==> src/rtl/core/cbb_pkg.sv <==
// Shared constants, types and state encodings for the contour bounding-box block.
package cbb_pkg;

   localparam int PT_W       = 12;
   localparam int CEN_W      = 13;
   localparam int TOT_W      = 16;
   localparam int RATIO_W    = 12;
   localparam int SHIFT_W    = 3;
   localparam int CSR_IDX_W  = 2;
   localparam int CSR_DATA_W = 12;

   localparam int COORD_BITS_DEF = 12;
   localparam int COUNT_BITS_DEF = 16;

   localparam int MUL_W   = 24;
   localparam int PROD_W  = 2 * MUL_W;
   localparam int ACC_W   = 3 * MUL_W;
   localparam int SQ_FRAC = 16;

   localparam logic [RATIO_W-1:0] RATIO_RESET = RATIO_W'(599);
   localparam logic [SHIFT_W-1:0] SHIFT_RESET = SHIFT_W'(3);

   localparam logic [CSR_IDX_W-1:0] CSR_RATIO = CSR_IDX_W'(0);
   localparam logic [CSR_IDX_W-1:0] CSR_TRIM  = CSR_IDX_W'(1);

   typedef enum logic [1:0] {
      ST_ACCUM,
      ST_PREP,
      ST_TEST,
      ST_EMIT
   } top_state_type;

   typedef enum logic [3:0] {
      BS_IDLE,
      BS_SQ_CNT,
      BS_SQ_K,
      BS_SQ_DX,
      BS_SQ_DY,
      BS_SUM_D2,
      BS_MUL_LO,
      BS_MUL_HI,
      BS_ADD_HI,
      BS_CMP
   } bar_step_type;

   typedef struct packed {
      logic start;
   } bar_ctl_type;

   typedef struct packed {
      logic done;
      logic pass;
   } bar_stat_type;

endpackage

==> src/rtl/core/cbb_bar_unit.sv <==
// Bar-validity test on one shared multiplier stepped by a small sequencer.
module cbb_bar_unit
   import cbb_pkg::*;
#(
   parameter int COORD_BITS = COORD_BITS_DEF,
   parameter int COUNT_BITS = COUNT_BITS_DEF
) (
   input  logic                  clock,
   input  logic                  reset,
   input  bar_ctl_type           ctl,
   input  logic [COUNT_BITS-1:0] count,
   input  logic [COORD_BITS-1:0] dx,
   input  logic [COORD_BITS-1:0] dy,
   input  logic [RATIO_W-1:0]    ratio,
   output bar_stat_type          stat
);

   localparam int LHS_W = 2 * COUNT_BITS;
   localparam int D2_W  = 2 * COORD_BITS + 1;

   bar_step_type state_ff, state_in;

   logic [MUL_W-1:0]  mul_a, mul_b;
   logic [PROD_W-1:0] prod_ff, prod_in;
   logic [LHS_W-1:0]  lhs_ff;
   logic [MUL_W-1:0]  k2_ff;
   logic [D2_W-1:0]   d2_ff;
   logic [ACC_W-1:0]  acc_ff;
   logic              pass_ff;
   logic [PROD_W-1:0] d2_pad;
   logic [ACC_W-1:0]  lhs_scaled;

   assign d2_pad     = PROD_W'(d2_ff);
   assign lhs_scaled = ACC_W'(lhs_ff) << SQ_FRAC;
   assign prod_in    = PROD_W'(mul_a) * PROD_W'(mul_b);

   always_ff @(posedge clock) begin
      if (reset) begin
         state_ff <= BS_IDLE;
      end else begin
         state_ff <= state_in;
      end
   end

   always_comb begin
      state_in  = state_ff;
      mul_a     = '0;
      mul_b     = '0;
      stat.done = 1'b0;
      stat.pass = pass_ff;
      case (state_ff)
         BS_IDLE: begin
            if (ctl.start) begin
               state_in = BS_SQ_CNT;
            end
         end
         BS_SQ_CNT: begin
            mul_a    = MUL_W'(count);
            mul_b    = MUL_W'(count);
            state_in = BS_SQ_K;
         end
         BS_SQ_K: begin
            mul_a    = MUL_W'(ratio);
            mul_b    = MUL_W'(ratio);
            state_in = BS_SQ_DX;
         end
         BS_SQ_DX: begin
            mul_a    = MUL_W'(dx);
            mul_b    = MUL_W'(dx);
            state_in = BS_SQ_DY;
         end
         BS_SQ_DY: begin
            mul_a    = MUL_W'(dy);
            mul_b    = MUL_W'(dy);
            state_in = BS_SUM_D2;
         end
         BS_SUM_D2: begin
            state_in = BS_MUL_LO;
         end
         BS_MUL_LO: begin
            mul_a    = k2_ff;
            mul_b    = d2_pad[MUL_W-1:0];
            state_in = BS_MUL_HI;
         end
         BS_MUL_HI: begin
            mul_a    = k2_ff;
            mul_b    = d2_pad[PROD_W-1:MUL_W];
            state_in = BS_ADD_HI;
         end
         BS_ADD_HI: begin
            state_in = BS_CMP;
         end
         BS_CMP: begin
            stat.done = 1'b1;
            state_in  = BS_IDLE;
         end
         default: begin
            state_in = BS_IDLE;
         end
      endcase
   end

   always_ff @(posedge clock) begin
      prod_ff <= prod_in;
      case (state_ff)
         BS_SQ_K:   lhs_ff  <= prod_ff[LHS_W-1:0];
         BS_SQ_DX:  k2_ff   <= prod_ff[MUL_W-1:0];
         BS_SQ_DY:  d2_ff   <= D2_W'(prod_ff);
         BS_SUM_D2: d2_ff   <= d2_ff + D2_W'(prod_ff);
         BS_MUL_HI: acc_ff  <= ACC_W'(prod_ff);
         BS_ADD_HI: acc_ff  <= acc_ff + (ACC_W'(prod_ff) << MUL_W);
         BS_CMP:    pass_ff <= (lhs_scaled <= acc_ff);
         default: begin
         end
      endcase
   end

`ifndef ASSERT_OFF
   a_start_idle: assert property (@(posedge clock) disable iff (reset)
      ctl.start |-> state_ff == BS_IDLE)
      else $error("bar test started while busy");

   a_cmp_ends: assert property (@(posedge clock) disable iff (reset)
      state_ff == BS_CMP |=> state_ff == BS_IDLE)
      else $error("bar test did not return to idle after compare");

   a_idle_holds: assert property (@(posedge clock) disable iff (reset)
      (state_ff == BS_IDLE && !ctl.start) |=> state_ff == BS_IDLE)
      else $error("bar test left idle without start");

   a_start_runs: assert property (@(posedge clock) disable iff (reset)
      (state_ff == BS_IDLE && ctl.start) |=> state_ff == BS_SQ_CNT)
      else $error("bar test did not begin after start");
`endif

endmodule

==> config.mk <==
export PLATFORM = sky130hd
export DESIGN_NAME = cbb_bar_unit
export DESIGN_NICKNAME = d
export VERILOG_FILES = /design/src/rtl/core/cbb_pkg.sv /design/src/rtl/core/cbb_bar_unit.sv
export SDC_FILE = /design/constraint.sdc
export NUM_CORES = 2
export LEC_CHECK = 0
export BUFFER_PORTS_ARGS = -buffer_cell sky130_fd_sc_hd__buf_2
export CORE_AREA = 2 2 250 252
export CTS_CLUSTER_SIZE = 24
export DETAILED_ROUTE_END_ITERATION = 8
export DIE_AREA = 0 0 252 254
export PLACE_DENSITY = 0.61
export SLEW_MARGIN = 20
export SYNTH_ARGS = -nofsm -noshare
export SYNTH_HDL_FRONTEND = slang
export SYNTH_SLANG_ARGS = --single-unit
==> constraint.sdc <==
create_clock -name clock -period 12.6 [get_ports clock]
set_input_delay 0 -clock clock [delete_from_list [all_inputs] [get_ports clock]]
set_output_delay 0 -clock clock [all_outputs]
set_load 0.05 [all_outputs]
After elaboration in Yosys (flattened, before gate mapping) --
Index checks and enable logic that the tools add are counted. Widths: inputs -> output; s select.
Word-level totals: input port bits 55, flip-flop bits (word level) 206, word-level logic and storage cells 32, output and inout bits 2
Cells by class: muxes and demuxes 7, equal/unequal tests 10, $lt $le $gt $ge 1, reduce and logical (&&, ||, !) cells 4, add/subtract/negate cells 2, multiply operators 1
Operators by type and width (number):
- $pmux 24 s6 | 1
- $pmux 72 s2 | 1
- $pmux 24 s5 | 1
- $add 72x72->72 | 1
- $le 48x72->1 | 1
- $pmux 25 s2 | 1
- $mul 24x24->48 | 1
- $pmux 4 s9 | 1
- $add 25x25->25 | 1
- $eq 4x3->1 const B | 4
- $eq 4x2->1 const B | 2
- $eq 4x4->1 const B | 2
- $eq 4x1->1 const B | 1
- $logic_not 4->1 | 1
- $mux 4 | 1
- $reduce_bool 2->1 | 2
- $ne 2x2->1 const B | 1
- $reduce_or 2->1 | 1
- $mux 1 | 1

Longest topological paths before layout --
depth after elaboration 4, mapped depth 32, mapped depth without buffers 30

Worst setup path after synthesis --
OpenSTA, ideal clock, no wires.
path kind reg-to-reg, from reg state_ff[2], to reg prod_ff[43], buffers on the path 3, required time 12.475 ns, setup time 0.125 ns, path slack 2.625 ns, arrival 9.851 ns, stages on the path, launching flop included 31, period minus slack after synthesis 9.975 ns, cells stage by stage dfxtp_1 > buf_1 > nor3_1 > a22oi_1 > o21ai_0 > a21o_1 > clkbuf_1 > nand2_1 > fa_1 > inv_1 > fa_1 > inv_1 > fa_1 > fa_1 > inv_1 > fa_1 > fa_1 > inv_1 > fa_1 > inv_1 > ha_1 > clkbuf_1 > nand2_1 > nor2b_1 > nor4bb_1 > o31ai_1 > a31oi_1 > a21oi_1 > or3_1 > and3b_1 > xnor2_1
Between the ends: word-level cells in the longest chain between the ends 4, elaborated cells on any way between the ends 10, classes of those cells 1 x mul; 6 x eq/ne; 2 x mux; 1 x reduce/logical
Ends and longest elaborated chain:
- start, declared | line cbb_bar_unit.sv:21 | bar_step_type state_ff, state_in;
- start signal, assigned | line cbb_bar_unit.sv:41 | state_ff <= state_in;
- $eq 4x3->1 | line cbb_bar_unit.sv:51 | case (state_ff)
- $reduce_or 2->1 (no source line)
- $pmux 24 s5 | line cbb_bar_unit.sv:51
- $mul 24x24->48 * | line cbb_bar_unit.sv:35 | assign prod_in = PROD_W'(mul_a) * PROD_W'(mul_b);
- net prod_in[43] | line cbb_bar_unit.sv:24 | logic [PROD_W-1:0] prod_ff, prod_in;
- end signal, assigned | line cbb_bar_unit.sv:104 | prod_ff <= prod_in;
- end, declared | line cbb_bar_unit.sv:24
The timed path passes the listed nets; every way through them passes the cells marked *. A chain may end at the register's enable or synchronous reset.

Worst setup path after layout --
from reg state_ff[2], to reg prod_ff[47]
Same word-level chain as after synthesis.

==> results.md <==
- Status: finished clean
- Core area: 0.0613 mm²
- Area share of the leading cell type in the synthesized netlist: 31.8%
- Post-route cell area: 0.0325 mm²
- Vias per inst: 5.77
- Net count after synthesis: 4189
- Instance area at placement: 0.0316 mm²
- Yosys cell types: 72
- Boundary Pins: 57
- Hold Path Cell Cnt: 6
- Starting Density: 49.7%
- Largest net degree at the start of global routing: 59
- Fin Setup TNS: 0 ps
- Final setup fails: 0
- Clk sinks: 206
- WP data required: 13010 ps
- Register bit total from synthesis: 206
- Ys async rst share: 0%
- Max clock buf depth: 3
- DRC Markers: 0
- Area leader, netlist: fa_1
- Post-route ant nets: 0
- Wire length per cell after detailed routing: 23.0 µm
- Synth Warn #: 0
- Final period util: 85.7%
- EDFF count, synth: 154
- Via count of the routed design: 24100
- DP HPWL: 75.1 mm
- Num rows: 91
- Critical Path AT: 11210 ps
- Die Y: 254 µm
- Initial DRC Count: 1896
- Syn Area/Cell: 9.02 µm²
- Area delta synth->final: 6.79%
- Slew HR: 29.1%
- LEAKAGE: 16.0 nW
- Clock root buffer: clkbuf_16
- Crit. End Element: flop
- Critical path fanouts, max: 44
- Power density over the cells: 93.8 mW/mm²
- Fmax: 0.0926 GHz
- Die width: 252 µm
- Drt pass-1 iters: 6
- Max Slew Vio Count: 0
- Total congestion overflow: 0
- Vias in the first global route: 24800
- Overall Global Routing Usage: 30.5%
- Commonest non-fill, non-tap cells in the layout: inv_1, fa_1, nand2_1
- Mapped Area: 0.0304 mm²
- Worst-Skew Late Latency: 540 ps
- Startpoint Class: flop
- RSZ-0062 raised after global routing: no
- Drt total wl: 95.8 mm
- Ys flop type: edfxtp_1
- Crit path kind: reg2reg
- Setup repair bufs after CTS: 0
- HP Class: in2reg
- Port bufs: 56
- Mapped Cells: 3373
- Post-Synth Adder-Cell Area: 43.2%
- Post-synthesis sequential area ratio: 18.6%
- Global-route wire length before repair: 146 mm
- Share of layout cells above drive strength 1: 5.36%
- # H-tree levels: 1
- Area fraction in compound gates after synthesis: 10.9%
- Die footprint: 0.0640 mm²
- Xor/xnor share of the synthesized area: 2.91%
- Simple-gate share of the synthesized area: 14.6%
- Initial antenna violation count: 2
- Cts bufs inserted: 25
- Net count reported at finish: 4176
- CTS tree: done
- Mux cell area share after synthesis: 0.300%
- Maxcap violations: 0
- FF-to-FF path depth: 25
- Commonest non-fill, non-tap cell in the layout: inv_1
- Clk slew on worst S/H paths: 60 ps
- Slew @ Worst Pin: 1060 ps
- Synth area leaders: fa_1, edfxtp_1, ha_1
- Final min period: 10790 ps
- Routability cong.: 0.947
- Largest family of logic cells by synthesized area: adder cells
- Maximum vdd drop: 97.5 µV
- Clock skew: 21.1 ps
- Hold Fails Final Rpt: 0
## through the flow
step	power (mW)	setup slack (ps)	instances	utilization (%)	hold slack, ps
global route	3.22	1310	4169	53.0	356
CTS	3.04	2080	4169	53.0	283
finish	3.05	1810	4170	53.0	297
global placement	2.20	2370	4121	51.5	258
floorplan	1.78	2620	3373	-	71.6
detailed placement	2.22	2130	4121	51.5	260
## report_power, final
part | total (mW) | internal [mW] | switching [mW]
registers | 0.931 | 0.808 | 0.123
logic | 1.31 | 0.488 | 0.820
clock network | 0.807 | 0.497 | 0.311
## state kept, by name (all words and copies together) (netlist names)
name      cells
acc_ff       72
prod_ff      48
lhs_ff       32
d2_ff        25
k2_ff        24
state_ff      4
pass_ff       1
## logic make-up (layout without fill, tap and decap cells)
family          Yosys count  in the layout
simple gates           1008           1008
buf+inv                 770            776
fa+ha+maj               761            761
compound gates          518            518
flops                   206            206
xor+xnor                101            101
mux                       9              9
other cells               0              1
## cells in the mapped netlist, types with 21 or more instances
cell and n:
and3_1 42, clkbuf_1 126, nor3_1 22, nand3_1 23, fa_1 484, a22oi_1 29, ha_1 277, and2_1 49
o21ai_0 107, a21oi_1 155, xnor2_1 56, nand2_1 459, nor2_1 284, a21o_1 92, edfxtp_1 154, nand4_1 28
nor2b_1 26, xor2_1 45, nand2b_1 21, inv_1 627, dfxtp_1 52
## layer usage
| metal | track usage (%) | up-vias | wire [µm] |
|---|---|---|---|
| met3 | 6.70 | 237 | 9320 |
| met5 | 0 | - | 0 |
| met2 | 48.0 | 1146 | 42800 |
| met4 | 12.2 | 0 | 4540 |
| li1 | - | 10700 | - |
| met1 | 41.1 | 12000 | 39100 |
## layout make-up
class	count	area, µm²
antenna	1	2.50
multi-input combinational	2397	21900
timing repair buffer	103	638
tap	790	988
clock inverter	16	220
clock buffer	30	696
inverter	627	2350
fill	5635	28800
sequential	206	5670
## final timing paths
path,startpoint,to,slack [ps]
max,state_ff[2]$_SDFFE_PP0P_,prod_ff[47]$_DFF_P_,1810
min reg2reg,prod_ff[47]$_DFF_P_,acc_ff[47]$_DFFE_PN_,590
min,ratio[0],prod_ff[0]$_DFF_P_,300
max reg2reg,state_ff[2]$_SDFFE_PP0P_,prod_ff[47]$_DFF_P_,1810
## critical path: stages, from the launching register on
cell and delay (ps):
dfxtp_1 620, nor2b_1 700, and2_1 220, buf_4 390
nor2b_4 510, buf_4 430, a22o_1 840, nand2_1 190
fa_1 570, inv_1 60, fa_1 430, fa_1 480
fa_1 570, fa_1 440, fa_1 530, fa_1 430
ha_1 400, nand2_1 160, nor2b_1 380, nor4bb_1 360
o31ai_1 280, a31oi_1 550, a21oi_1 320, or3_1 430
a31oi_1 250, xnor2_1 110
## repair_timing
item / 4_1_cts / 5_1_grt
hold buffers: 2 / 0
resized for setup: 0 / 0
endpoints found under the setup margin: 0 / 0
hold endpoints to repair: 4 / 0
No activity file was read; power rests on OpenSTA's default activity.
